==> config.mk <==
export PLATFORM = sky130hd
export DESIGN_NAME = actr_queue
export DESIGN_NICKNAME = d
export VERILOG_FILES = /design/src/hdl/actr_pkg.sv /design/src/hdl/actr_queue.sv
export SDC_FILE = /design/constraint.sdc
export NUM_CORES = 1
export LEC_CHECK = 0
export BUFFER_PORTS_ARGS = -buffer_cell sky130_fd_sc_hd__buf_4
export CAP_MARGIN = 10
export CORE_ASPECT_RATIO = 0.9
export CORE_MARGIN = 5
export CORE_UTILIZATION = 45
export CTS_CLUSTER_SIZE = 12
export DETAILED_ROUTE_END_ITERATION = 6
export GPL_TIMING_DRIVEN = 1
export PLACE_DENSITY = 0.79
export SYNTH_ARGS = -nofsm -noshare
export SYNTH_HDL_FRONTEND = slang
export SYNTH_SLANG_ARGS = --single-unit
==> constraint.sdc <==
create_clock -name clock -period 7.4 [get_ports clock]
set_clock_uncertainty 0.2 [all_clocks]
set_input_delay 0.37 -clock clock [delete_from_list [all_inputs] [get_ports clock]]
set_output_delay 0.37 -clock clock [all_outputs]
set_load 0.01 [all_outputs]
==> src/hdl/actr_pkg.sv <==
// Shared types, constants and AES helper functions for the counter-mode cipher.
// No dependencies.
package actr_pkg;

   localparam int unsigned BlockBits = 128;
   localparam int unsigned CountBits = 5;
   localparam int unsigned ByteTotal = 16;
   localparam int unsigned RoundLast = 10;

   typedef enum logic [1:0] {
      CSR_KEY_HI   = 2'd0,
      CSR_KEY_LO   = 2'd1,
      CSR_CHECK_HI = 2'd2,
      CSR_CHECK_LO = 2'd3
   } csr_index_type;

   typedef enum logic {
      KIND_HEADER = 1'b0,
      KIND_DATA   = 1'b1
   } kind_type;

   typedef struct packed {
      logic                 header;
      logic [BlockBits-1:0] data;
      logic [BlockBits-1:0] ctr_block;
      logic [CountBits-1:0] count;
   } job_type;

   typedef logic [7:0] byte_type;

   function automatic byte_type sbox(input byte_type x);
      byte_type r;
      case (x)
         8'h00: r=8'h63; 8'h01: r=8'h7c; 8'h02: r=8'h77; 8'h03: r=8'h7b;
         8'h04: r=8'hf2; 8'h05: r=8'h6b; 8'h06: r=8'h6f; 8'h07: r=8'hc5;
         8'h08: r=8'h30; 8'h09: r=8'h01; 8'h0a: r=8'h67; 8'h0b: r=8'h2b;
         8'h0c: r=8'hfe; 8'h0d: r=8'hd7; 8'h0e: r=8'hab; 8'h0f: r=8'h76;
         8'h10: r=8'hca; 8'h11: r=8'h82; 8'h12: r=8'hc9; 8'h13: r=8'h7d;
         8'h14: r=8'hfa; 8'h15: r=8'h59; 8'h16: r=8'h47; 8'h17: r=8'hf0;
         8'h18: r=8'had; 8'h19: r=8'hd4; 8'h1a: r=8'ha2; 8'h1b: r=8'haf;
         8'h1c: r=8'h9c; 8'h1d: r=8'ha4; 8'h1e: r=8'h72; 8'h1f: r=8'hc0;
         8'h20: r=8'hb7; 8'h21: r=8'hfd; 8'h22: r=8'h93; 8'h23: r=8'h26;
         8'h24: r=8'h36; 8'h25: r=8'h3f; 8'h26: r=8'hf7; 8'h27: r=8'hcc;
         8'h28: r=8'h34; 8'h29: r=8'ha5; 8'h2a: r=8'he5; 8'h2b: r=8'hf1;
         8'h2c: r=8'h71; 8'h2d: r=8'hd8; 8'h2e: r=8'h31; 8'h2f: r=8'h15;
         8'h30: r=8'h04; 8'h31: r=8'hc7; 8'h32: r=8'h23; 8'h33: r=8'hc3;
         8'h34: r=8'h18; 8'h35: r=8'h96; 8'h36: r=8'h05; 8'h37: r=8'h9a;
         8'h38: r=8'h07; 8'h39: r=8'h12; 8'h3a: r=8'h80; 8'h3b: r=8'he2;
         8'h3c: r=8'heb; 8'h3d: r=8'h27; 8'h3e: r=8'hb2; 8'h3f: r=8'h75;
         8'h40: r=8'h09; 8'h41: r=8'h83; 8'h42: r=8'h2c; 8'h43: r=8'h1a;
         8'h44: r=8'h1b; 8'h45: r=8'h6e; 8'h46: r=8'h5a; 8'h47: r=8'ha0;
         8'h48: r=8'h52; 8'h49: r=8'h3b; 8'h4a: r=8'hd6; 8'h4b: r=8'hb3;
         8'h4c: r=8'h29; 8'h4d: r=8'he3; 8'h4e: r=8'h2f; 8'h4f: r=8'h84;
         8'h50: r=8'h53; 8'h51: r=8'hd1; 8'h52: r=8'h00; 8'h53: r=8'hed;
         8'h54: r=8'h20; 8'h55: r=8'hfc; 8'h56: r=8'hb1; 8'h57: r=8'h5b;
         8'h58: r=8'h6a; 8'h59: r=8'hcb; 8'h5a: r=8'hbe; 8'h5b: r=8'h39;
         8'h5c: r=8'h4a; 8'h5d: r=8'h4c; 8'h5e: r=8'h58; 8'h5f: r=8'hcf;
         8'h60: r=8'hd0; 8'h61: r=8'hef; 8'h62: r=8'haa; 8'h63: r=8'hfb;
         8'h64: r=8'h43; 8'h65: r=8'h4d; 8'h66: r=8'h33; 8'h67: r=8'h85;
         8'h68: r=8'h45; 8'h69: r=8'hf9; 8'h6a: r=8'h02; 8'h6b: r=8'h7f;
         8'h6c: r=8'h50; 8'h6d: r=8'h3c; 8'h6e: r=8'h9f; 8'h6f: r=8'ha8;
         8'h70: r=8'h51; 8'h71: r=8'ha3; 8'h72: r=8'h40; 8'h73: r=8'h8f;
         8'h74: r=8'h92; 8'h75: r=8'h9d; 8'h76: r=8'h38; 8'h77: r=8'hf5;
         8'h78: r=8'hbc; 8'h79: r=8'hb6; 8'h7a: r=8'hda; 8'h7b: r=8'h21;
         8'h7c: r=8'h10; 8'h7d: r=8'hff; 8'h7e: r=8'hf3; 8'h7f: r=8'hd2;
         8'h80: r=8'hcd; 8'h81: r=8'h0c; 8'h82: r=8'h13; 8'h83: r=8'hec;
         8'h84: r=8'h5f; 8'h85: r=8'h97; 8'h86: r=8'h44; 8'h87: r=8'h17;
         8'h88: r=8'hc4; 8'h89: r=8'ha7; 8'h8a: r=8'h7e; 8'h8b: r=8'h3d;
         8'h8c: r=8'h64; 8'h8d: r=8'h5d; 8'h8e: r=8'h19; 8'h8f: r=8'h73;
         8'h90: r=8'h60; 8'h91: r=8'h81; 8'h92: r=8'h4f; 8'h93: r=8'hdc;
         8'h94: r=8'h22; 8'h95: r=8'h2a; 8'h96: r=8'h90; 8'h97: r=8'h88;
         8'h98: r=8'h46; 8'h99: r=8'hee; 8'h9a: r=8'hb8; 8'h9b: r=8'h14;
         8'h9c: r=8'hde; 8'h9d: r=8'h5e; 8'h9e: r=8'h0b; 8'h9f: r=8'hdb;
         8'ha0: r=8'he0; 8'ha1: r=8'h32; 8'ha2: r=8'h3a; 8'ha3: r=8'h0a;
         8'ha4: r=8'h49; 8'ha5: r=8'h06; 8'ha6: r=8'h24; 8'ha7: r=8'h5c;
         8'ha8: r=8'hc2; 8'ha9: r=8'hd3; 8'haa: r=8'hac; 8'hab: r=8'h62;
         8'hac: r=8'h91; 8'had: r=8'h95; 8'hae: r=8'he4; 8'haf: r=8'h79;
         8'hb0: r=8'he7; 8'hb1: r=8'hc8; 8'hb2: r=8'h37; 8'hb3: r=8'h6d;
         8'hb4: r=8'h8d; 8'hb5: r=8'hd5; 8'hb6: r=8'h4e; 8'hb7: r=8'ha9;
         8'hb8: r=8'h6c; 8'hb9: r=8'h56; 8'hba: r=8'hf4; 8'hbb: r=8'hea;
         8'hbc: r=8'h65; 8'hbd: r=8'h7a; 8'hbe: r=8'hae; 8'hbf: r=8'h08;
         8'hc0: r=8'hba; 8'hc1: r=8'h78; 8'hc2: r=8'h25; 8'hc3: r=8'h2e;
         8'hc4: r=8'h1c; 8'hc5: r=8'ha6; 8'hc6: r=8'hb4; 8'hc7: r=8'hc6;
         8'hc8: r=8'he8; 8'hc9: r=8'hdd; 8'hca: r=8'h74; 8'hcb: r=8'h1f;
         8'hcc: r=8'h4b; 8'hcd: r=8'hbd; 8'hce: r=8'h8b; 8'hcf: r=8'h8a;
         8'hd0: r=8'h70; 8'hd1: r=8'h3e; 8'hd2: r=8'hb5; 8'hd3: r=8'h66;
         8'hd4: r=8'h48; 8'hd5: r=8'h03; 8'hd6: r=8'hf6; 8'hd7: r=8'h0e;
         8'hd8: r=8'h61; 8'hd9: r=8'h35; 8'hda: r=8'h57; 8'hdb: r=8'hb9;
         8'hdc: r=8'h86; 8'hdd: r=8'hc1; 8'hde: r=8'h1d; 8'hdf: r=8'h9e;
         8'he0: r=8'he1; 8'he1: r=8'hf8; 8'he2: r=8'h98; 8'he3: r=8'h11;
         8'he4: r=8'h69; 8'he5: r=8'hd9; 8'he6: r=8'h8e; 8'he7: r=8'h94;
         8'he8: r=8'h9b; 8'he9: r=8'h1e; 8'hea: r=8'h87; 8'heb: r=8'he9;
         8'hec: r=8'hce; 8'hed: r=8'h55; 8'hee: r=8'h28; 8'hef: r=8'hdf;
         8'hf0: r=8'h8c; 8'hf1: r=8'ha1; 8'hf2: r=8'h89; 8'hf3: r=8'h0d;
         8'hf4: r=8'hbf; 8'hf5: r=8'he6; 8'hf6: r=8'h42; 8'hf7: r=8'h68;
         8'hf8: r=8'h41; 8'hf9: r=8'h99; 8'hfa: r=8'h2d; 8'hfb: r=8'h0f;
         8'hfc: r=8'hb0; 8'hfd: r=8'h54; 8'hfe: r=8'hbb; 8'hff: r=8'h16;
         default: r=8'h00;
      endcase
      return r;
   endfunction

   function automatic byte_type rcon(input logic [3:0] rnd);
      byte_type r;
      case (rnd)
         4'd1: r=8'h01; 4'd2: r=8'h02; 4'd3: r=8'h04; 4'd4: r=8'h08;
         4'd5: r=8'h10; 4'd6: r=8'h20; 4'd7: r=8'h40; 4'd8: r=8'h80;
         4'd9: r=8'h1b; 4'd10: r=8'h36;
         default: r=8'h00;
      endcase
      return r;
   endfunction

   function automatic byte_type dbl(input byte_type x);
      return {x[6:0], 1'b0} ^ (x[7] ? 8'h1b : 8'h00);
   endfunction

   // byte i of a block sits at bits [127-8i -: 8]
   function automatic byte_type get_byte(input logic [BlockBits-1:0] b, input int i);
      return b[BlockBits-1-8*i -: 8];
   endfunction

   function automatic logic [BlockBits-1:0] next_round_key(
      input logic [BlockBits-1:0] k, input logic [3:0] rnd);
      logic [31:0] w0, w1, w2, w3, t;
      w0 = k[127:96]; w1 = k[95:64]; w2 = k[63:32]; w3 = k[31:0];
      t  = {sbox(w3[23:16]) ^ rcon(rnd), sbox(w3[15:8]), sbox(w3[7:0]), sbox(w3[31:24])};
      w0 = w0 ^ t;
      w1 = w1 ^ w0;
      w2 = w2 ^ w1;
      w3 = w3 ^ w2;
      return {w0, w1, w2, w3};
   endfunction

   function automatic logic [BlockBits-1:0] aes_round(
      input logic [BlockBits-1:0] s, input logic [BlockBits-1:0] k, input logic last);
      logic [BlockBits-1:0] t, m;
      byte_type a0, a1, a2, a3, all;
      for (int col = 0; col < 4; col++) begin
         for (int i = 0; i < 4; i++) begin
            t[BlockBits-1-8*(i+4*col) -: 8] = sbox(get_byte(s, i + 4*((col+i)%4)));
         end
      end
      m = t;
      if (!last) begin
         for (int col = 0; col < 4; col++) begin
            a0 = get_byte(t, 4*col);   a1 = get_byte(t, 4*col+1);
            a2 = get_byte(t, 4*col+2); a3 = get_byte(t, 4*col+3);
            all = a0 ^ a1 ^ a2 ^ a3;
            m[BlockBits-1-8*(4*col)   -: 8] = a0 ^ all ^ dbl(a0 ^ a1);
            m[BlockBits-1-8*(4*col+1) -: 8] = a1 ^ all ^ dbl(a1 ^ a2);
            m[BlockBits-1-8*(4*col+2) -: 8] = a2 ^ all ^ dbl(a2 ^ a3);
            m[BlockBits-1-8*(4*col+3) -: 8] = a3 ^ all ^ dbl(a3 ^ a0);
         end
      end
      return m ^ k;
   endfunction

endpackage

==> src/hdl/actr_queue.sv <==
// Two-entry queue between front end and cipher core.
// Depends on actr_pkg.
module actr_queue import actr_pkg::*; (
   input  logic    clock,
   input  logic    reset,
   input  logic    wr_valid,
   output logic    wr_ready,
   input  job_type wr_job,
   output logic    rd_valid,
   input  logic    rd_ready,
   output job_type rd_job
);
   job_type    mem_ff [2];
   logic       wptr_ff, rptr_ff;
   logic [1:0] fill_ff;
   logic       push, pop;

   assign wr_ready = (fill_ff != 2'd2);
   assign rd_valid = (fill_ff != 2'd0);
   assign rd_job   = mem_ff[rptr_ff];
   assign push = wr_valid && wr_ready;
   assign pop  = rd_valid && rd_ready;

   always_ff @(posedge clock) begin
      if (push) begin
         mem_ff[wptr_ff] <= wr_job;
      end
   end

   always_ff @(posedge clock) begin
      if (reset) begin
         wptr_ff <= 1'b0;
         rptr_ff <= 1'b0;
         fill_ff <= '0;
      end else begin
         if (push) wptr_ff <= !wptr_ff;
         if (pop)  rptr_ff <= !rptr_ff;
         fill_ff <= fill_ff + {1'b0, push} - {1'b0, pop};
      end
   end

   a_no_overflow: assert property (@(posedge clock) disable iff (reset)
      fill_ff <= 2'd2) else $error("queue fill out of range");
   a_full_blocks: assert property (@(posedge clock) disable iff (reset)
      (fill_ff == 2'd2) |-> !wr_ready) else $error("full queue accepts");
   a_pop_empty: assert property (@(posedge clock) disable iff (reset)
      (fill_ff == 2'd0) |-> !pop) else $error("pop from empty queue");
endmodule

==> flow_metrics.tcl, run 1 <==
set metrics [dict create \
    gr-usage-all-layers_pct 19.8 \
    synth_cells 844 \
    synthFlopType "edfxtp_1" \
    fill_cells 2732 \
    netlist_top_cells_area "edfxtp_1 (79%), mux2_4 (14%), mux2_2 (4.6%)" \
    vdd_drop_max_v 0.000222 \
    crit_arrival_ps 3260 \
    tightest_slew_ps 1160 \
    drive_above_1_share_pct 50.8 \
    overflow 0 \
    slew_headroom_pct 22.4 \
    required_ps 6830 \
    yosys.area.top_type "edfxtp_1" \
    synthXorXnorAreaFrac_pct 0.0440 \
    clk_pin_slew_ps 60 \
    seq_area_frac_synth_pct 79.6 \
    drt_iter0_drc 738 \
    seqCellArea_um2 15800 \
    grt_pass1_wl_um 74100 \
    pin_count 530 \
    dieWidth_um 232 \
    grt_pass1_vias 12400 \
    synth-seq-cells 529 \
    synthTopCellsByCount "edfxtp_1 (524), mux2_4 (180), mux2_2 (82)" \
    syn_nets 1111 \
    routed_wl_um 49700 \
    antenna_found_initial 1 \
    synth_fa_ha_area_share_pct 0.0629 \
    final.setup.tns_ps 0 \
    clkLatencyLatePin_ps 570 \
    cts.sinks 529 \
    finalCriticalPeriod_ps 3830 \
    fin_util_pct 65.1 \
    crit_path_frequent_cell "buf_4" \
    drv_cap 0 \
    dpl.hpwl_um 29600 \
    die-area_um2 48500 \
    hold_viol 0 \
    dr.pass1.iters 5 \
    crit_chain "buf_4 > mux2_2 > buf_4" \
    num_vias 11200 \
    power.density_nw_per_um2 290 \
    clk_path_buf_depth 3 \
    multi_input_area_um2 3780 \
    gp_congestion 0.764 \
    io_buffers 529 \
    timing.fmax_mhz 261 \
    drc 0 \
    finalNetCount 1937 \
    synth_compound_area_share_pct 0.220 \
    worstSetupEndpointType "output port" \
    cpMaxStageDelayCell "dfxtp_4" \
    std_cell_rows 73 \
    postRouteAntennaNets 0 \
    total_leakage_power_nw 11.0 \
    hold_class "reg -> reg" \
    avgViaCountPerCell 4.87 \
    cts_root_buffer "clkbuf_16" \
    yosys.area_share.simple_pct 0.434 \
    syn_area_um2 19900 \
    max_stage_delay_ps 1040 \
    synth_top_family_by_area "multiplexers" \
    status "finished, final reports clean" \
    yosysWarningCount 0 \
    path_max_fanout 75 \
    die_h_um 209 \
    period_share_pct 51.8 \
    cts_tree "built" \
    cts_resized 0 \
    core_um2 43900 \
    setup_viol 0 \
    path_class "reg -> out" \
    avgRoutedWirePerCell_um 21.6 \
    async_reset_ff_share_pct 0 \
    htreeDepth 2 \
    synth_edf_count 524 \
    crit_path_start_kind "flop" \
    grt_max_degree 136 \
    cts_made_buffers 53 \
    final-max-slew-violation-count 0 \
    synth_mux_area_share_pct 18.2 \
    avgSynthCellArea_um2 23.6 \
    rsz0062_at_grt "false" \
    netlist-cell-type-count 24 \
    synth_top_area_share_pct 79.1 \
    start_util_pct 45.3 \
    syn2layout_area_growth_pct 43.8 \
    antenna_cells 0 \
    synth.most_common_cell "edfxtp_1" \
]
## layer usage
metal	global-route usage (%)	wire length, µm
met1	22.7	17900
met2	36.7	27000
met4	6.60	1550
met5	0	13
met3	4.29	3180
## worst paths after layout
path / startpoint / endpoint / slack, ps / cells past startpoint
setup / recovery: flop / rd_job[0] / 3570 / 3
hold / removal: rptr_ff / rptr_ff / 310 / 2
setup reg to reg: fill_ff[0] / mem_ff[0][194] / 4490 / 4
hold reg to reg: rptr_ff / rptr_ff / 310 / 2
## layout make-up
class | instances | share of cell area, %
clock inverter | 11 | 0.289
sequential | 529 | 55.4
clock buffer | 72 | 5.03
tap | 600 | 2.62
multi-input combinational | 285 | 13.2
inverter | 1 | 0.0394
timing repair buffer | 800 | 23.4
## critical path: cells and delay by family, from the launching register on
kind | cells | cell delay [ps]
buffers and inverters | 2 | 1050
DFF | 1 | 1040
muxes | 1 | 420
## metrics by stage
stage	total power, mW	setup slack [ps]	instance area (µm²)	hold slack [ps]	std cells
2_1_floorplan	4.97	809	19900	239	844
3_3_place_gp	5.73	4150	24400	287	1949
3_5_place_dp	5.76	4140	24400	301	1949
4_1_cts	8.30	3530	28600	276	2298
5_1_grt	8.61	3390	28600	282	2298
6_report	8.29	3570	28600	314	2298
## layout by cell type (no fill, tap or decap), drive strengths merged
master | Yosys | routed
xor2 | 1 | 1
or2 | 1 | 1
clkinvlp | 0 | 1
nand2b | 1 | 1
clkinv | 0 | 8
nand3b | 1 | 1
clkbuf | 0 | 72
nor4 | 1 | 1
o31a | 1 | 1
o21ai | 2 | 2
dfxtp | 5 | 5
nand3 | 1 | 1
a21bo | 1 | 1
mux2 | 262 | 262
buf | 29 | 534
nor2b | 2 | 2
inv | 1 | 2
edfxtp | 524 | 524
nor2 | 4 | 4
o21ba | 1 | 1
a21oi | 1 | 1
dlygate4sd3 | 0 | 266
nor4bb | 1 | 1
nor3 | 1 | 1
and3 | 2 | 2
ha | 1 | 1
bufinv | 0 | 1
## report_power, final
group,internal (mW),total (mW),switching [mW]
logic,1.16,2.08,0.910
clock network,1.38,2.44,1.06
registers,3.65,3.78,0.131
## cells by family after synthesis
kind of cell               Yosys count
AOI/OAI and AO/OA                    6
xor gates and xnor gates             1
adders and majority gates            1
buffers and inverters               30
DFF                                529
muxes                              262
and+or+nand+nor                     15
## sequential cells by signal, indices dropped and copies added, names as in the netlist, named ones only
| name | flops |
|---|---|
| mem_ff | 524 |
| fill_ff | 2 |
| rptr_ff | 1 |
| wptr_ff | 1 |
## repair_timing
item	4_1_cts	5_1_grt
hold endpoints to repair	529	0
hold buffers	266	0
buffers inserted	0	0
No activity file was read; power rests on OpenSTA's default activity.
==> run 2: changes to the inputs <==
ABC_AREA = 1   (was not set)
clock period = 3.2 ns   (was 7.4 ns; I/O delays follow)
==> flow_metrics.tcl, run 2 <==
set metrics [dict create \
    avgViaCountPerCell 4.93 \
    crit_arrival_ps 2150 \
    start_util_pct 45.2 \
    path_max_fanout 74 \
    cts_tree "built" \
    clk_path_buf_depth 3 \
    num_vias 11600 \
    path_class "reg -> out" \
    ff2ff_setup_slack_ps 950 \
    drv_cap 0 \
    clk_pin_slew_ps 60 \
    timing.rr.start "fill_ff[1]" \
    slew_headroom_pct 57.5 \
    synth_edf_count 524 \
    io_buffers 529 \
    cts_resized 0 \
    gp_congestion 0.803 \
    yosysWarningCount 0 \
    postRouteAntennaNets 0 \
    yosys.area.top_type "edfxtp_1" \
    syn_area_um2 19900 \
    cts_root_buffer "clkbuf_16" \
    pin_count 530 \
    syn_nets 1118 \
    top_register "mem_ff" \
    rr_worst_depth 7 \
    power_mw 21.1 \
    netlist_top_cells_area "edfxtp_1 (79%), mux2_4 (14%), mux2_2 (4.6%)" \
    vdd_drop_max_v 0.000562 \
    htreeDepth 2 \
    fill_cells 2687 \
    antenna_found_initial 5 \
    period_share_pct 78.6 \
    synth_top_area_share_pct 79.2 \
    clkLatencyLatePin_ps 570 \
    final-max-slew-violation-count 0 \
    synth.most_common_cell "edfxtp_1" \
    grt_max_degree 88 \
    drive_above_1_share_pct 51.5 \
    final_common_cell "buf_4" \
    crit_path_start_kind "flop" \
    timing.fmax_mhz 398 \
    finalNetCount 1975 \
    total_leakage_power_nw 11.3 \
    overflow 0 \
    drt_iter0_drc 720 \
    std_cell_rows 73 \
    routed_wl_um 52200 \
    async_reset_ff_share_pct 0 \
    finalCriticalPeriod_ps 2510 \
    cts_made_buffers 53 \
    seq_area_frac_synth_pct 79.7 \
    largest_reg_flops 524 \
    syn2layout_area_growth_pct 46.1 \
    avgRoutedWirePerCell_um 22.3 \
    drc 0 \
    cts.sinks 529 \
    die-area_um2 48500 \
    crit_end "rd_job[156]" \
    synth-seq-cells 529 \
    most-common-layout-cells "buf_4 (550), edfxtp_1 (524), dlygate4sd3_1 (266), mux2_4 (180), mux2_2 (82)" \
    synthFlopType "edfxtp_1" \
    core_um2 43900 \
    dieWidth_um 232 \
    hold_viol 0 \
    fin_util_pct 66.1 \
    gr-usage-all-layers_pct 20.9 \
    hold_class "in -> reg" \
    status "finished, final reports clean" \
    grt_pass1_vias 12800 \
    die_h_um 209 \
    setup_viol 0 \
    worstSetupEndpointType "output port" \
    required_ps 2840 \
    grt_pass1_wl_um 77500 \
    reg_top3 "mem_ff: 524 flops, fill_ff: 2 flops" \
    dpl.hpwl_um 31500 \
    power.density_nw_per_um2 727 \
    synth_cells 851 \
    rr_endpoint "fill_ff[0]" \
    dr.pass1.iters 5 \
    synthTopCellsByCount "edfxtp_1 (524), mux2_4 (180), mux2_2 (82)" \
    netlist-cell-type-count 14 \
    avgSynthCellArea_um2 23.4 \
    tightest_slew_ps 637 \
    rsz0062_at_grt "false" \
]
-- run 2: cell count changes after synthesis, sizes merged, moves of 2 or more --
| cell | change |
|---|---|
| nor2b | -2 |
| nand2 | +8 |
| nor2 | +5 |
| inv | +7 |
| o21ai | -2 |
| and3 | -2 |
-- run 2: cells by family (layout without fill, tap and decap cells) --
kind of cell | Yosys count | in the layout | synth area share (%)
muxes | 262 | 262 | 18.2
other | 0 | 5 | 0
buffers and inverters | 37 | 922 | 1.54
adders and majority gates | 1 | 1 | 0.0630
xor gates and xnor gates | 1 | 1 | 0.0441
and+or+nand+nor | 19 | 19 | 0.371
AOI/OAI and AO/OA | 2 | 2 | 0.0504
DFF | 529 | 529 | 79.7
-- run 2: metal layers --
layer	share of wire [%]	track usage [%]	wire [µm]
met1	36	23.7	18500
met2	53	37.6	27400
met5	0	0	0
met3	7.4	5.28	3840
met4	4.6	9.04	2400
-- run 2: timing repair --
action,4_1_cts,5_1_grt
hold buffers,266,0
setup buffers,0,0
endpoints found under the hold margin,532,0
-- run 2: layout make-up --
| class | count | area [µm²] | area share, % |
|---|---|---|---|
| clock buffers | 73 | 1430 | 4.93 |
| diodes | 5 | 12.5 | 0.0431 |
| well taps | 600 | 751 | 2.59 |
| flip-flops and latches | 529 | 15800 | 54.5 |
| clock inverters | 10 | 121 | 0.418 |
| inverters | 8 | 30.0 | 0.103 |
| multi-input cells | 285 | 3760 | 13.0 |
| repair buffers | 831 | 7090 | 24.4 |
-- run 2: how the worst min path moves through the flow --
stage	end	cells past startpoint	from	slack, ps
after floorplan	fill_ff[0]	1	reset	20
after global placement	fill_ff[0]	2	reset	140
after detailed placement	fill_ff[0]	2	reset	140
after CTS	mem_ff[1][77]	2	wr_job[77]	70
after global routing	mem_ff[1][218]	2	wr_job[218]	90
final	mem_ff[0][185]	2	wr_job[185]	120
-- run 2: report_power, final --
part / switching [mW] / internal, mW
Combinational: 2.93 / 3.35
Sequential: 0.299 / 8.79
Clock: 2.42 / 3.32
-- run 2: per-stage QoR --
| step | setup TNS (ps) | instances | instance area [µm²] | setup slack, ps | hold slack, ps |
|---|---|---|---|---|---|
| finish | 0 | 2341 | 29000 | 686 | 119 |
| global route | 0 | 2340 | 29000 | 607 | 88.3 |
| CTS | 0 | 2336 | 29000 | 654 | 71.0 |
| detailed placement | 0 | 1987 | 24800 | 1250 | 138 |
| global placement | 0 | 1987 | 24800 | 1290 | 137 |
| floorplan | -960760 | 851 | 19900 | -1840 | 23.8 |
-- run 2: critical path, cell delays in order (launching register included) --
cell	delay, ps
dfxtp_4	490
buf_12	440
mux2_4	380
buf_4	150
