### src/hdl/actr_pkg.sv
// Shared types, constants and AES helper functions for the counter-mode cipher.
// No dependencies.
package actr_pkg;

   localparam int unsigned BlockBits = 128;
   localparam int unsigned CountBits = 5;
   localparam int unsigned ByteTotal = 16;
   localparam int unsigned RoundLast = 10;

   typedef enum logic [1:0] {
      CSR_KEY_HI   = 2'd0,
      CSR_KEY_LO   = 2'd1,
      CSR_CHECK_HI = 2'd2,
      CSR_CHECK_LO = 2'd3
   } csr_index_type;

   typedef enum logic {
      KIND_HEADER = 1'b0,
      KIND_DATA   = 1'b1
   } kind_type;

   typedef struct packed {
      logic                 header;
      logic [BlockBits-1:0] data;
      logic [BlockBits-1:0] ctr_block;
      logic [CountBits-1:0] count;
   } job_type;

   typedef logic [7:0] byte_type;

   function automatic byte_type sbox(input byte_type x);
      byte_type r;
      case (x)
         8'h00: r=8'h63; 8'h01: r=8'h7c; 8'h02: r=8'h77; 8'h03: r=8'h7b;
         8'h04: r=8'hf2; 8'h05: r=8'h6b; 8'h06: r=8'h6f; 8'h07: r=8'hc5;
         8'h08: r=8'h30; 8'h09: r=8'h01; 8'h0a: r=8'h67; 8'h0b: r=8'h2b;
         8'h0c: r=8'hfe; 8'h0d: r=8'hd7; 8'h0e: r=8'hab; 8'h0f: r=8'h76;
         8'h10: r=8'hca; 8'h11: r=8'h82; 8'h12: r=8'hc9; 8'h13: r=8'h7d;
         8'h14: r=8'hfa; 8'h15: r=8'h59; 8'h16: r=8'h47; 8'h17: r=8'hf0;
         8'h18: r=8'had; 8'h19: r=8'hd4; 8'h1a: r=8'ha2; 8'h1b: r=8'haf;
         8'h1c: r=8'h9c; 8'h1d: r=8'ha4; 8'h1e: r=8'h72; 8'h1f: r=8'hc0;
         8'h20: r=8'hb7; 8'h21: r=8'hfd; 8'h22: r=8'h93; 8'h23: r=8'h26;
         8'h24: r=8'h36; 8'h25: r=8'h3f; 8'h26: r=8'hf7; 8'h27: r=8'hcc;
         8'h28: r=8'h34; 8'h29: r=8'ha5; 8'h2a: r=8'he5; 8'h2b: r=8'hf1;
         8'h2c: r=8'h71; 8'h2d: r=8'hd8; 8'h2e: r=8'h31; 8'h2f: r=8'h15;
         8'h30: r=8'h04; 8'h31: r=8'hc7; 8'h32: r=8'h23; 8'h33: r=8'hc3;
         8'h34: r=8'h18; 8'h35: r=8'h96; 8'h36: r=8'h05; 8'h37: r=8'h9a;
         8'h38: r=8'h07; 8'h39: r=8'h12; 8'h3a: r=8'h80; 8'h3b: r=8'he2;
         8'h3c: r=8'heb; 8'h3d: r=8'h27; 8'h3e: r=8'hb2; 8'h3f: r=8'h75;
         8'h40: r=8'h09; 8'h41: r=8'h83; 8'h42: r=8'h2c; 8'h43: r=8'h1a;
         8'h44: r=8'h1b; 8'h45: r=8'h6e; 8'h46: r=8'h5a; 8'h47: r=8'ha0;
         8'h48: r=8'h52; 8'h49: r=8'h3b; 8'h4a: r=8'hd6; 8'h4b: r=8'hb3;
         8'h4c: r=8'h29; 8'h4d: r=8'he3; 8'h4e: r=8'h2f; 8'h4f: r=8'h84;
         8'h50: r=8'h53; 8'h51: r=8'hd1; 8'h52: r=8'h00; 8'h53: r=8'hed;
         8'h54: r=8'h20; 8'h55: r=8'hfc; 8'h56: r=8'hb1; 8'h57: r=8'h5b;
         8'h58: r=8'h6a; 8'h59: r=8'hcb; 8'h5a: r=8'hbe; 8'h5b: r=8'h39;
         8'h5c: r=8'h4a; 8'h5d: r=8'h4c; 8'h5e: r=8'h58; 8'h5f: r=8'hcf;
         8'h60: r=8'hd0; 8'h61: r=8'hef; 8'h62: r=8'haa; 8'h63: r=8'hfb;
         8'h64: r=8'h43; 8'h65: r=8'h4d; 8'h66: r=8'h33; 8'h67: r=8'h85;
         8'h68: r=8'h45; 8'h69: r=8'hf9; 8'h6a: r=8'h02; 8'h6b: r=8'h7f;
         8'h6c: r=8'h50; 8'h6d: r=8'h3c; 8'h6e: r=8'h9f; 8'h6f: r=8'ha8;
         8'h70: r=8'h51; 8'h71: r=8'ha3; 8'h72: r=8'h40; 8'h73: r=8'h8f;
         8'h74: r=8'h92; 8'h75: r=8'h9d; 8'h76: r=8'h38; 8'h77: r=8'hf5;
         8'h78: r=8'hbc; 8'h79: r=8'hb6; 8'h7a: r=8'hda; 8'h7b: r=8'h21;
         8'h7c: r=8'h10; 8'h7d: r=8'hff; 8'h7e: r=8'hf3; 8'h7f: r=8'hd2;
         8'h80: r=8'hcd; 8'h81: r=8'h0c; 8'h82: r=8'h13; 8'h83: r=8'hec;
         8'h84: r=8'h5f; 8'h85: r=8'h97; 8'h86: r=8'h44; 8'h87: r=8'h17;
         8'h88: r=8'hc4; 8'h89: r=8'ha7; 8'h8a: r=8'h7e; 8'h8b: r=8'h3d;
         8'h8c: r=8'h64; 8'h8d: r=8'h5d; 8'h8e: r=8'h19; 8'h8f: r=8'h73;
         8'h90: r=8'h60; 8'h91: r=8'h81; 8'h92: r=8'h4f; 8'h93: r=8'hdc;
         8'h94: r=8'h22; 8'h95: r=8'h2a; 8'h96: r=8'h90; 8'h97: r=8'h88;
         8'h98: r=8'h46; 8'h99: r=8'hee; 8'h9a: r=8'hb8; 8'h9b: r=8'h14;
         8'h9c: r=8'hde; 8'h9d: r=8'h5e; 8'h9e: r=8'h0b; 8'h9f: r=8'hdb;
         8'ha0: r=8'he0; 8'ha1: r=8'h32; 8'ha2: r=8'h3a; 8'ha3: r=8'h0a;
         8'ha4: r=8'h49; 8'ha5: r=8'h06; 8'ha6: r=8'h24; 8'ha7: r=8'h5c;
         8'ha8: r=8'hc2; 8'ha9: r=8'hd3; 8'haa: r=8'hac; 8'hab: r=8'h62;
         8'hac: r=8'h91; 8'had: r=8'h95; 8'hae: r=8'he4; 8'haf: r=8'h79;
         8'hb0: r=8'he7; 8'hb1: r=8'hc8; 8'hb2: r=8'h37; 8'hb3: r=8'h6d;
         8'hb4: r=8'h8d; 8'hb5: r=8'hd5; 8'hb6: r=8'h4e; 8'hb7: r=8'ha9;
         8'hb8: r=8'h6c; 8'hb9: r=8'h56; 8'hba: r=8'hf4; 8'hbb: r=8'hea;
         8'hbc: r=8'h65; 8'hbd: r=8'h7a; 8'hbe: r=8'hae; 8'hbf: r=8'h08;
         8'hc0: r=8'hba; 8'hc1: r=8'h78; 8'hc2: r=8'h25; 8'hc3: r=8'h2e;
         8'hc4: r=8'h1c; 8'hc5: r=8'ha6; 8'hc6: r=8'hb4; 8'hc7: r=8'hc6;
         8'hc8: r=8'he8; 8'hc9: r=8'hdd; 8'hca: r=8'h74; 8'hcb: r=8'h1f;
         8'hcc: r=8'h4b; 8'hcd: r=8'hbd; 8'hce: r=8'h8b; 8'hcf: r=8'h8a;
         8'hd0: r=8'h70; 8'hd1: r=8'h3e; 8'hd2: r=8'hb5; 8'hd3: r=8'h66;
         8'hd4: r=8'h48; 8'hd5: r=8'h03; 8'hd6: r=8'hf6; 8'hd7: r=8'h0e;
         8'hd8: r=8'h61; 8'hd9: r=8'h35; 8'hda: r=8'h57; 8'hdb: r=8'hb9;
         8'hdc: r=8'h86; 8'hdd: r=8'hc1; 8'hde: r=8'h1d; 8'hdf: r=8'h9e;
         8'he0: r=8'he1; 8'he1: r=8'hf8; 8'he2: r=8'h98; 8'he3: r=8'h11;
         8'he4: r=8'h69; 8'he5: r=8'hd9; 8'he6: r=8'h8e; 8'he7: r=8'h94;
         8'he8: r=8'h9b; 8'he9: r=8'h1e; 8'hea: r=8'h87; 8'heb: r=8'he9;
         8'hec: r=8'hce; 8'hed: r=8'h55; 8'hee: r=8'h28; 8'hef: r=8'hdf;
         8'hf0: r=8'h8c; 8'hf1: r=8'ha1; 8'hf2: r=8'h89; 8'hf3: r=8'h0d;
         8'hf4: r=8'hbf; 8'hf5: r=8'he6; 8'hf6: r=8'h42; 8'hf7: r=8'h68;
         8'hf8: r=8'h41; 8'hf9: r=8'h99; 8'hfa: r=8'h2d; 8'hfb: r=8'h0f;
         8'hfc: r=8'hb0; 8'hfd: r=8'h54; 8'hfe: r=8'hbb; 8'hff: r=8'h16;
         default: r=8'h00;
      endcase
      return r;
   endfunction

   function automatic byte_type rcon(input logic [3:0] rnd);
      byte_type r;
      case (rnd)
         4'd1: r=8'h01; 4'd2: r=8'h02; 4'd3: r=8'h04; 4'd4: r=8'h08;
         4'd5: r=8'h10; 4'd6: r=8'h20; 4'd7: r=8'h40; 4'd8: r=8'h80;
         4'd9: r=8'h1b; 4'd10: r=8'h36;
         default: r=8'h00;
      endcase
      return r;
   endfunction

   function automatic byte_type dbl(input byte_type x);
      return {x[6:0], 1'b0} ^ (x[7] ? 8'h1b : 8'h00);
   endfunction

   // byte i of a block sits at bits [127-8i -: 8]
   function automatic byte_type get_byte(input logic [BlockBits-1:0] b, input int i);
      return b[BlockBits-1-8*i -: 8];
   endfunction

   function automatic logic [BlockBits-1:0] next_round_key(
      input logic [BlockBits-1:0] k, input logic [3:0] rnd);
      logic [31:0] w0, w1, w2, w3, t;
      w0 = k[127:96]; w1 = k[95:64]; w2 = k[63:32]; w3 = k[31:0];
      t  = {sbox(w3[23:16]) ^ rcon(rnd), sbox(w3[15:8]), sbox(w3[7:0]), sbox(w3[31:24])};
      w0 = w0 ^ t;
      w1 = w1 ^ w0;
      w2 = w2 ^ w1;
      w3 = w3 ^ w2;
      return {w0, w1, w2, w3};
   endfunction

   function automatic logic [BlockBits-1:0] aes_round(
      input logic [BlockBits-1:0] s, input logic [BlockBits-1:0] k, input logic last);
      logic [BlockBits-1:0] t, m;
      byte_type a0, a1, a2, a3, all;
      for (int col = 0; col < 4; col++) begin
         for (int i = 0; i < 4; i++) begin
            t[BlockBits-1-8*(i+4*col) -: 8] = sbox(get_byte(s, i + 4*((col+i)%4)));
         end
      end
      m = t;
      if (!last) begin
         for (int col = 0; col < 4; col++) begin
            a0 = get_byte(t, 4*col);   a1 = get_byte(t, 4*col+1);
            a2 = get_byte(t, 4*col+2); a3 = get_byte(t, 4*col+3);
            all = a0 ^ a1 ^ a2 ^ a3;
            m[BlockBits-1-8*(4*col)   -: 8] = a0 ^ all ^ dbl(a0 ^ a1);
            m[BlockBits-1-8*(4*col+1) -: 8] = a1 ^ all ^ dbl(a1 ^ a2);
            m[BlockBits-1-8*(4*col+2) -: 8] = a2 ^ all ^ dbl(a2 ^ a3);
            m[BlockBits-1-8*(4*col+3) -: 8] = a3 ^ all ^ dbl(a3 ^ a0);
         end
      end
      return m ^ k;
   endfunction

endpackage

### src/hdl/actr_front.sv
// Front end: accepts requests, keeps the block counter, forms counter blocks.
// Depends on actr_pkg.
module actr_front import actr_pkg::*; (
   input  logic                 clock,
   input  logic                 reset,
   input  logic                 in_valid,
   output logic                 in_ready,
   input  logic                 in_kind,
   input  logic [BlockBits-1:0] in_data,
   input  logic [CountBits-1:0] in_count,
   input  logic [BlockBits-1:0] key,
   output logic                 job_valid,
   input  logic                 job_ready,
   output job_type              job
);
   logic [63:0]          counter_ff, counter_in;
   logic [CountBits-1:0] count_sat;
   logic                 drop;

   assign in_ready = job_ready;
   assign drop     = (in_kind == KIND_DATA) && (in_count == '0);
   assign count_sat = (in_count > CountBits'(ByteTotal)) ? CountBits'(ByteTotal) : in_count;
   assign counter_in = (in_kind == KIND_HEADER) ? 64'd1 : counter_ff + 64'd1;
   assign job_valid  = in_valid && !drop;

   always_comb begin
      job.header = (in_kind == KIND_HEADER);
      job.data   = in_data;
      job.count  = (in_kind == KIND_HEADER) ? CountBits'(ByteTotal) : count_sat;
      for (int i = 0; i < 16; i++) begin
         job.ctr_block[BlockBits-1-8*i -: 8] = get_byte(key, i) ^ counter_in[8*(i%8) +: 8];
      end
   end

   always_ff @(posedge clock) begin
      if (reset) begin
         counter_ff <= '0;
      end else if (in_valid && in_ready && !drop) begin
         counter_ff <= counter_in;
      end
   end
endmodule

### config.mk
export PLATFORM = sky130hd
export DESIGN_NAME = actr_front
export DESIGN_NICKNAME = d
export VERILOG_FILES = /design/src/hdl/actr_pkg.sv /design/src/hdl/actr_front.sv
export SDC_FILE = /design/constraint.sdc
export NUM_CORES = 1
export LEC_CHECK = 0
export BUFFER_PORTS_ARGS = -buffer_cell sky130_fd_sc_hd__buf_2
export CORE_AREA = 10 10 197 199
export CTS_CLUSTER_DIAMETER = 40
export DETAILED_ROUTE_END_ITERATION = 12
export DIE_AREA = 0 0 207 209
export REMOVE_ABC_BUFFERS = 1
export SYNTH_ARGS = -nofsm -noshare
export SYNTH_HDL_FRONTEND = slang
export SYNTH_SLANG_ARGS = --single-unit
### constraint.sdc
create_clock -name clock -period 4.2 [get_ports clock]
set_clock_uncertainty 0.2 [all_clocks]
set_input_delay 0.63 -clock clock [delete_from_list [all_inputs] [get_ports clock]]
set_output_delay 0.63 -clock clock [all_outputs]
set_load 0.01 [all_outputs]
==> out/metrics.yaml, run 1 <==
floorplanning:
  io_pins: 530
  die-height_um: 209
  core_area_mm2: 0.0351
  die_x_um: 207
  die_area_mm2: 0.0433
  start_util: 0.202
  core.rowCount: 69
timing:
  slew_headroom: 0.340
  finalHoldViolations: 0
  fin_crit_ns: 4.04
  layout_setup_ws_ns: 0.163
  grt_setup_unrepaired: "no"
  tightestPinTransition_ns: 0.987
  tns_ns: 0
  finalSetupViolations: 0
  fmax_ghz: 0.248
  holdWs_ns: 0.318
  fin_crit_sh: 0.961
  drv_slew: 0
cts:
  htree_levels: 3
  clk_path_buf_depth: 2
  postCtsHoldBufs: 0
  clkTransAtPathRegs_ns: 0.06
  cts_sinks: 64
  cts-buffers-inserted: 9
  clk_latency_ns: 0.35
  root_buffer: "clkbuf_16"
  cts_tree: "yes"
power:
  p_sw_mw: 0.484
  comb_power_share: 0.189
  netSwitchingFraction: 0.274
  clkPwrFrac: 0.466
  sequentialPowerShare: 0.345
  irDropWorstVdd_mv: 0.173
  p_leak_nw: 3.30
  p_int_mw: 1.28
  p_per_area_mw_per_mm2: 210
placement:
  pre_cts_ws_ns: 0.347
  hpwl_um: 44500
  dpl.cell_count: 1558
  place_congestion: 0.954
  port_buffers: 273
route:
  drcViolationCount: 0
  routed-via-count: 7812
  wl_per_cell_um: 32.9
  drt_wl_total_um: 51900
  viasPerCell: 4.95
  firstDrtPassIters: 5
  initialDrtViolationCount: 491
  ant_nets: 0
run:
  cap_violations: 0
final_layout:
  reg_top3: "counter_ff x64"
  syn_to_final_growth_pct: 18.8
  nFillCells: 3945
  largest_register_ffs: 64
  fin_cells: 1577
  fin_nets: 1378
  antennaDiodeCount: 0
  regMostFlops: "counter_ff"
  utilization: 0.240
  drive_gt1_frac: 0.312
yosys:
  yosys.area.top_type: "dfxtp_1"
  synth_area_leaders: "dfxtp_1 18%, buf_4 14%, xnor2_1 13%"
  synth-simple-area-share: 0.287
  async_flop_share: 0
  synth_top_area_share: 0.181
  synth-seq-cells: 64
  ys_seq_area_frac: 0.181
  avgSynthCellArea_um2: 7.15
  synth_ff_type: "dfxtp_1"
  synth.mux.area_fraction: 0.00726
  yosysUniqueCellTypes: 53
  synth_compound_area_frac: 0.138
  netlist_area_mm2: 0.00707
  yosys_warnings: 0
  synth_top_family_by_area: "simple AND/OR/NAND/NOR gates"
  synth-edff-count: 0
  synthAdderAreaFrac: 0.00177
  synth-xor-area-share: 0.203
  synthCells: 989
grt:
  grt_pass1_vias: 7642
  antenna_found_initial: 0
  grt.total_usage: 0.228
  grt_pass1_wl_um: 68700
  overflow: 0
  grt_max_degree: 62
setup_path:
  r2r-end: "counter_ff[58]$_SDFFE_PP0P_"
  ff2ff_path_depth: 7
  worst-r2r-setup-slack_ns: 1.15
  crit_path_max_fanout: 9
  endpoint: "job[69]"
  end_kind: "primary output"
  crit_type: "reg -> out"
  critPathLaunch: "counter_ff[0]$_SDFFE_PP0P_"
  cp_data_arrival_time_ns: 3.21
  worstPathRequired_ns: 3.37
  rr_startpoint: "counter_ff[0]$_SDFFE_PP0P_"
  start_kind: "flop"
hold_path:
  hold_class: "reg -> reg"
status:
  status: "completed"
==> worst max-delay path, stage by stage, from the launching register on <==
cell	delay (ns)
dfxtp_1	0.33
ha_1	0.19
nand4_2	0.27
or3_4	0.49
or4_4	0.56
or4_1	0.51
a21oi_2	0.21
xor2_1	0.15
buf_2	0.14
==> cell type report <==
class	count	area [µm²]	share of cell area
clock buffer	14	284	0.0338
clock inverter	2	35.0	0.00417
inverter	8	30.0	0.00358
multi-input combinational	720	4550	0.541
sequential	64	1280	0.153
tap	461	577	0.0687
timing repair buffer	308	1640	0.195
==> how the worst min path moves through the flow <==
stage | from | endpoint | depth (start not counted)
after detailed placement | counter_ff[63]$_SDFFE_PP0P_ | counter_ff[63]$_SDFFE_PP0P_ | 2
after global routing | counter_ff[42]$_SDFFE_PP0P_ | counter_ff[42]$_SDFFE_PP0P_ | 1
final | counter_ff[63]$_SDFFE_PP0P_ | counter_ff[63]$_SDFFE_PP0P_ | 2
after CTS | counter_ff[63]$_SDFFE_PP0P_ | counter_ff[63]$_SDFFE_PP0P_ | 2
after floorplan | counter_ff[60]$_SDFFE_PP0P_ | counter_ff[60]$_SDFFE_PP0P_ | 2
after global placement | counter_ff[63]$_SDFFE_PP0P_ | counter_ff[63]$_SDFFE_PP0P_ | 2
==> cells in the mapped netlist, types with 3 or more instances <==
cell type,n
dfxtp_1,64
o21a_1,4
and3_1,11
xor2_1,60
a21boi_0,4
a31oi_1,6
a21o_1,8
or3_1,19
o21ai_0,54
o211ai_1,5
and4_1,9
or2_2,3
a21oi_1,45
nand4_1,33
nand3b_1,8
and2_1,6
o21ai_1,9
or4_1,21
buf_4,129
clkbuf_1,44
nor3_1,29
o31ai_1,12
o31a_1,10
inv_1,8
nand2_1,100
nand2b_1,5
buf_1,5
nor2_1,63
buf_2,18
nand3_1,35
xnor2_1,104
mux2i_1,4
nor4_1,30
==> logic make-up after synthesis <==
family / after synthesis
compound gates: 164
xor+xnor: 164
fa+ha+maj: 1
buf+inv: 205
flops: 64
mux: 5
simple gates: 386
==> per-stage QoR <==
step                instance area (µm²)  total power [mW]
floorplan                          5820             0.749
global placement                   8010             0.958
detailed placement                 8010             0.960
CTS                                8340              1.78
global route                       8400              1.82
finish                             8400              1.76
==> layout by cell type, fill, tap and decap left out, types with 10 or more instances in the layout <==
| master | netlist | final |
|---|---|---|
| a21oi_1 | 45 | 45 |
| and3_1 | 11 | 11 |
| buf_2 | 18 | 273 |
| buf_4 | 129 | 34 |
| dfxtp_1 | 64 | 62 |
| nand2_1 | 100 | 100 |
| nand3_1 | 35 | 35 |
| nand4_1 | 33 | 33 |
| nor2_1 | 63 | 62 |
| nor3_1 | 29 | 29 |
| nor4_1 | 30 | 28 |
| o21ai_0 | 54 | 54 |
| o31a_1 | 10 | 10 |
| o31ai_1 | 12 | 12 |
| or3_1 | 19 | 17 |
| or4_1 | 21 | 17 |
| xnor2_1 | 104 | 104 |
| xor2_1 | 60 | 60 |
==> power groups by stage <==
stage / Sequential (mW) / Combinational, mW / Clock (mW)
6_report: 0.608 / 0.333 / 0.821
5_1_grt: 0.608 / 0.363 / 0.851
4_1_cts: 0.608 / 0.340 / 0.832
3_5_place_dp: 0.622 / 0.339 / 0
3_3_place_gp: 0.622 / 0.336 / 0
2_1_floorplan: 0.622 / 0.126 / 0
==> routing by layer <==
layer  vias up  part of all wire  GRT usage
met4        16             0.012     0.0342
met1      3515              0.35      0.229
li1       3557                 -          -
met3        33              0.22      0.238
met2       691              0.40      0.316
met5         -             0.014      0.120
==> what timing repair did <==
action / CTS / global route
pin swaps: 0 / 2
setup buffers: 0 / 3
setup endpoints to repair: 2 / 30
gates cloned: 0 / 0
resized for setup: 1 / 11
No activity file was read; power rests on OpenSTA's default activity.
==> inputs of run 2 (changes only) <==
==> constraint.sdc (replaced) <==
create_clock -name clock -period 4.2 [get_ports clock]
set_clock_uncertainty 0.2 [all_clocks]
set_input_delay 0.63 -clock clock [delete_from_list [all_inputs] [get_ports clock]]
set_output_delay 0.63 -clock clock [all_outputs]
set_load 0.005 [all_outputs]
==> out/metrics.yaml, run 2 (synthesis results as in run 1) <==
setup_path:
  slowest_delay_ns: 0.61  # +0.05 ns
  cp_data_arrival_time_ns: 3.19  # -0.02 ns
  r2r-end: "counter_ff[49]$_SDFFE_PP0P_"
  critPathBufInv: 2  # +1
  path_delay_family: "simple AND/OR/NAND/NOR gates"
  crit_type: "reg -> out"
  worst_path_max_delay_cell: "or4_1"
  rr_startpoint: "counter_ff[2]$_SDFFE_PP0P_"
  end_kind: "primary output"
  worstPathRequired_ns: 3.37  # about the same
  ff2ff_path_depth: 8  # +1
  path_cells: "nand4_1, buf_4, or4_1, nor4_1, o21ai_0, xor2_1, buf_2"
  worst-r2r-setup-slack_ns: 1.07  # -0.08 ns
  start_kind: "flop"
  crit_path_max_fanout: 7  # -2
placement:
  port_buffers: 273  # unchanged
  hpwl_um: 44700  # +0.43%
  place_congestion: 0.936  # -1.8%
cts:
  clk_latency_ns: 0.35  # about the same
  root_buffer: "clkbuf_16"
  htree_levels: 3  # unchanged
  clkTransAtPathRegs_ns: 0.06  # about the same
  clk_path_buf_depth: 2  # unchanged
  cts_sinks: 64  # unchanged
  cts_tree: "yes"
  cts-buffers-inserted: 9  # unchanged
  postCtsHoldBufs: 0  # unchanged
route:
  wl_per_cell_um: 33.1  # +0.39%
  routed-wl-met2_um: 20900  # +0.89%
  firstDrtPassIters: 5  # unchanged
  ant_nets: 0  # unchanged
  initialDrtViolationCount: 639  # +30%
  viasPerCell: 4.99  # +0.70%
  drt_wl_total_um: 52200  # +0.46%
  routed.top_layer: "met5"
  m1WireLength_um: 18700  # +2.1%
  drcViolationCount: 0  # unchanged
  routed-via-count: 7872  # +0.77%
  wl_met3_um: 11500  # -1.2%
hold_path:
  min_from: "counter_ff[63]$_SDFFE_PP0P_"
  whs_endpoint: "counter_ff[63]$_SDFFE_PP0P_"
  holdPathStages: 2  # unchanged
  hold_class: "reg -> reg"
grt:
  grt_max_degree: 32  # -48%
  grt_pass1_vias: 7766  # +1.6%
  overflow: 0  # unchanged
  grt_pass1_wl_um: 69300  # +0.80%
  antenna_found_initial: 1  # +1
  grt.total_usage: 0.230  # +0.00159
final_layout:
  largest_register_ffs: 64  # unchanged
  antennaDiodeCount: 0  # unchanged
  reg_top3: "counter_ff x64"
  fin_nets: 1380  # +0.15%
  layout.cells.most_common: "buf_2"
  syn_to_final_growth_pct: 18.9
  nFillCells: 3945  # unchanged
  final_cell_mix: "273 x buf_2, 104 x xnor2_1, 99 x nand2_1, 62 x nor2_1"
  drive_gt1_frac: 0.316  # +0.00420
  regMostFlops: "counter_ff"
power:
  p_int_mw: 1.26  # -1.6%
  p_per_area_mw_per_mm2: 204  # -2.9%
  p_sw_mw: 0.456  # -5.8%
  p_leak_nw: 3.28  # -0.44%
  power.total_mw: 1.71  # -2.8%
  clkPwrFrac: 0.466  # about the same
  comb_power_share: 0.178  # -0.011
  netSwitchingFraction: 0.266  # -0.00864
  irDropWorstVdd_mv: 0.194  # +12%
  sequentialPowerShare: 0.355  # +0.010
timing:
  finalSetupViolations: 0  # unchanged
  finalHoldViolations: 0  # unchanged
  tns_ns: 0  # unchanged
  grt_setup_unrepaired: "no"
  tightestPinTransition_ns: 0.964  # -0.0227 ns
  fin_crit_ns: 4.02  # -0.0178 ns
  drv_slew: 0  # unchanged
  slew_headroom: 0.355  # +0.0152
  fin_crit_sh: 0.957  # -0.00424
  fmax_ghz: 0.249  # +0.44%
status:
  status: "completed"
run:
  cap_violations: 0  # unchanged
floorplanning:
  start_util: 0.202  # unchanged
  core.rowCount: 69  # unchanged
  die_area_mm2: 0.0433  # unchanged
  io_pins: 530  # unchanged
  core_area_mm2: 0.0351  # unchanged
  die-height_um: 209  # unchanged
  die_x_um: 207  # unchanged
==> run 2: power groups by stage <==
| stage | combinational [mW] | sequential [mW] | clock, mW |
|---|---|---|---|
| after floorplan | 0.0994 | 0.622 | 0 |
| after global placement | 0.309 | 0.622 | 0 |
| after detailed placement | 0.309 | 0.622 | 0 |
| after CTS | 0.311 | 0.609 | 0.809 |
| after global routing | 0.334 | 0.609 | 0.837 |
| final | 0.306 | 0.609 | 0.799 |
==> run 2: worst max-delay path by stage <==
stage | from | cells after the start | end
finish | counter_ff[12]$_SDFFE_PP0P_ | 7 | job[89]
global route | counter_ff[12]$_SDFFE_PP0P_ | 7 | job[89]
CTS | counter_ff[1]$_SDFFE_PP0P_ | 8 | job[71]
detailed placement | counter_ff[1]$_SDFFE_PP0P_ | 8 | job[5]
global placement | counter_ff[22]$_SDFFE_PP0P_ | 7 | job[5]
floorplan | counter_ff[0]$_SDFFE_PP0P_ | 7 | job[5]
==> run 2: layout make-up <==
cell class	instances	area [µm²]	share of cell area
clock inverter	2	37.5	0.00447
timing repair buffer	310	1640	0.196
clock buffer	13	270	0.0322
inverter	8	30.0	0.00357
sequential	64	1290	0.153
multi-input combinational	720	4560	0.543
tap	461	577	0.0686
==> run 2: routing by layer <==
layer | up-vias | global-route usage
li1 | 3559 | -
met2 | 664 | 0.324
met1 | 3599 | 0.232
met4 | 16 | 0.0287
met5 | - | 0.108
met3 | 34 | 0.235
==> run 2: worst min-delay path: stages, from the launching register on <==
cell,delay [ns]
dfxtp_1,0.33
o21ai_0,0.07
a21oi_1,0.06
==> run 2: timing repair <==
| item | in CTS | in global routing |
|---|---|---|
| hold endpoints to repair | 0 | 0 |
| pin swaps | 1 | 2 |
| setup endpoints to repair | 4 | 32 |
| resized for setup | 1 | 16 |
| setup buffers | 3 | 4 |
==> run 2: per-stage QoR <==
| stage | cell area, µm² | cells | setup WS, ns | hold slack, ns | utilization |
|---|---|---|---|---|---|
| after floorplan | 5820 | 792 | 0.645 | 0.268 | - |
| after global placement | 7990 | 1556 | 0.315 | 0.292 | 0.228 |
| after detailed placement | 7990 | 1556 | 0.324 | 0.311 | 0.228 |
| after CTS | 8320 | 1574 | 0.00675 | 0.319 | 0.237 |
| after global routing | 8410 | 1578 | 0.00457 | 0.350 | 0.240 |
| final | 8410 | 1578 | 0.180 | 0.315 | 0.240 |
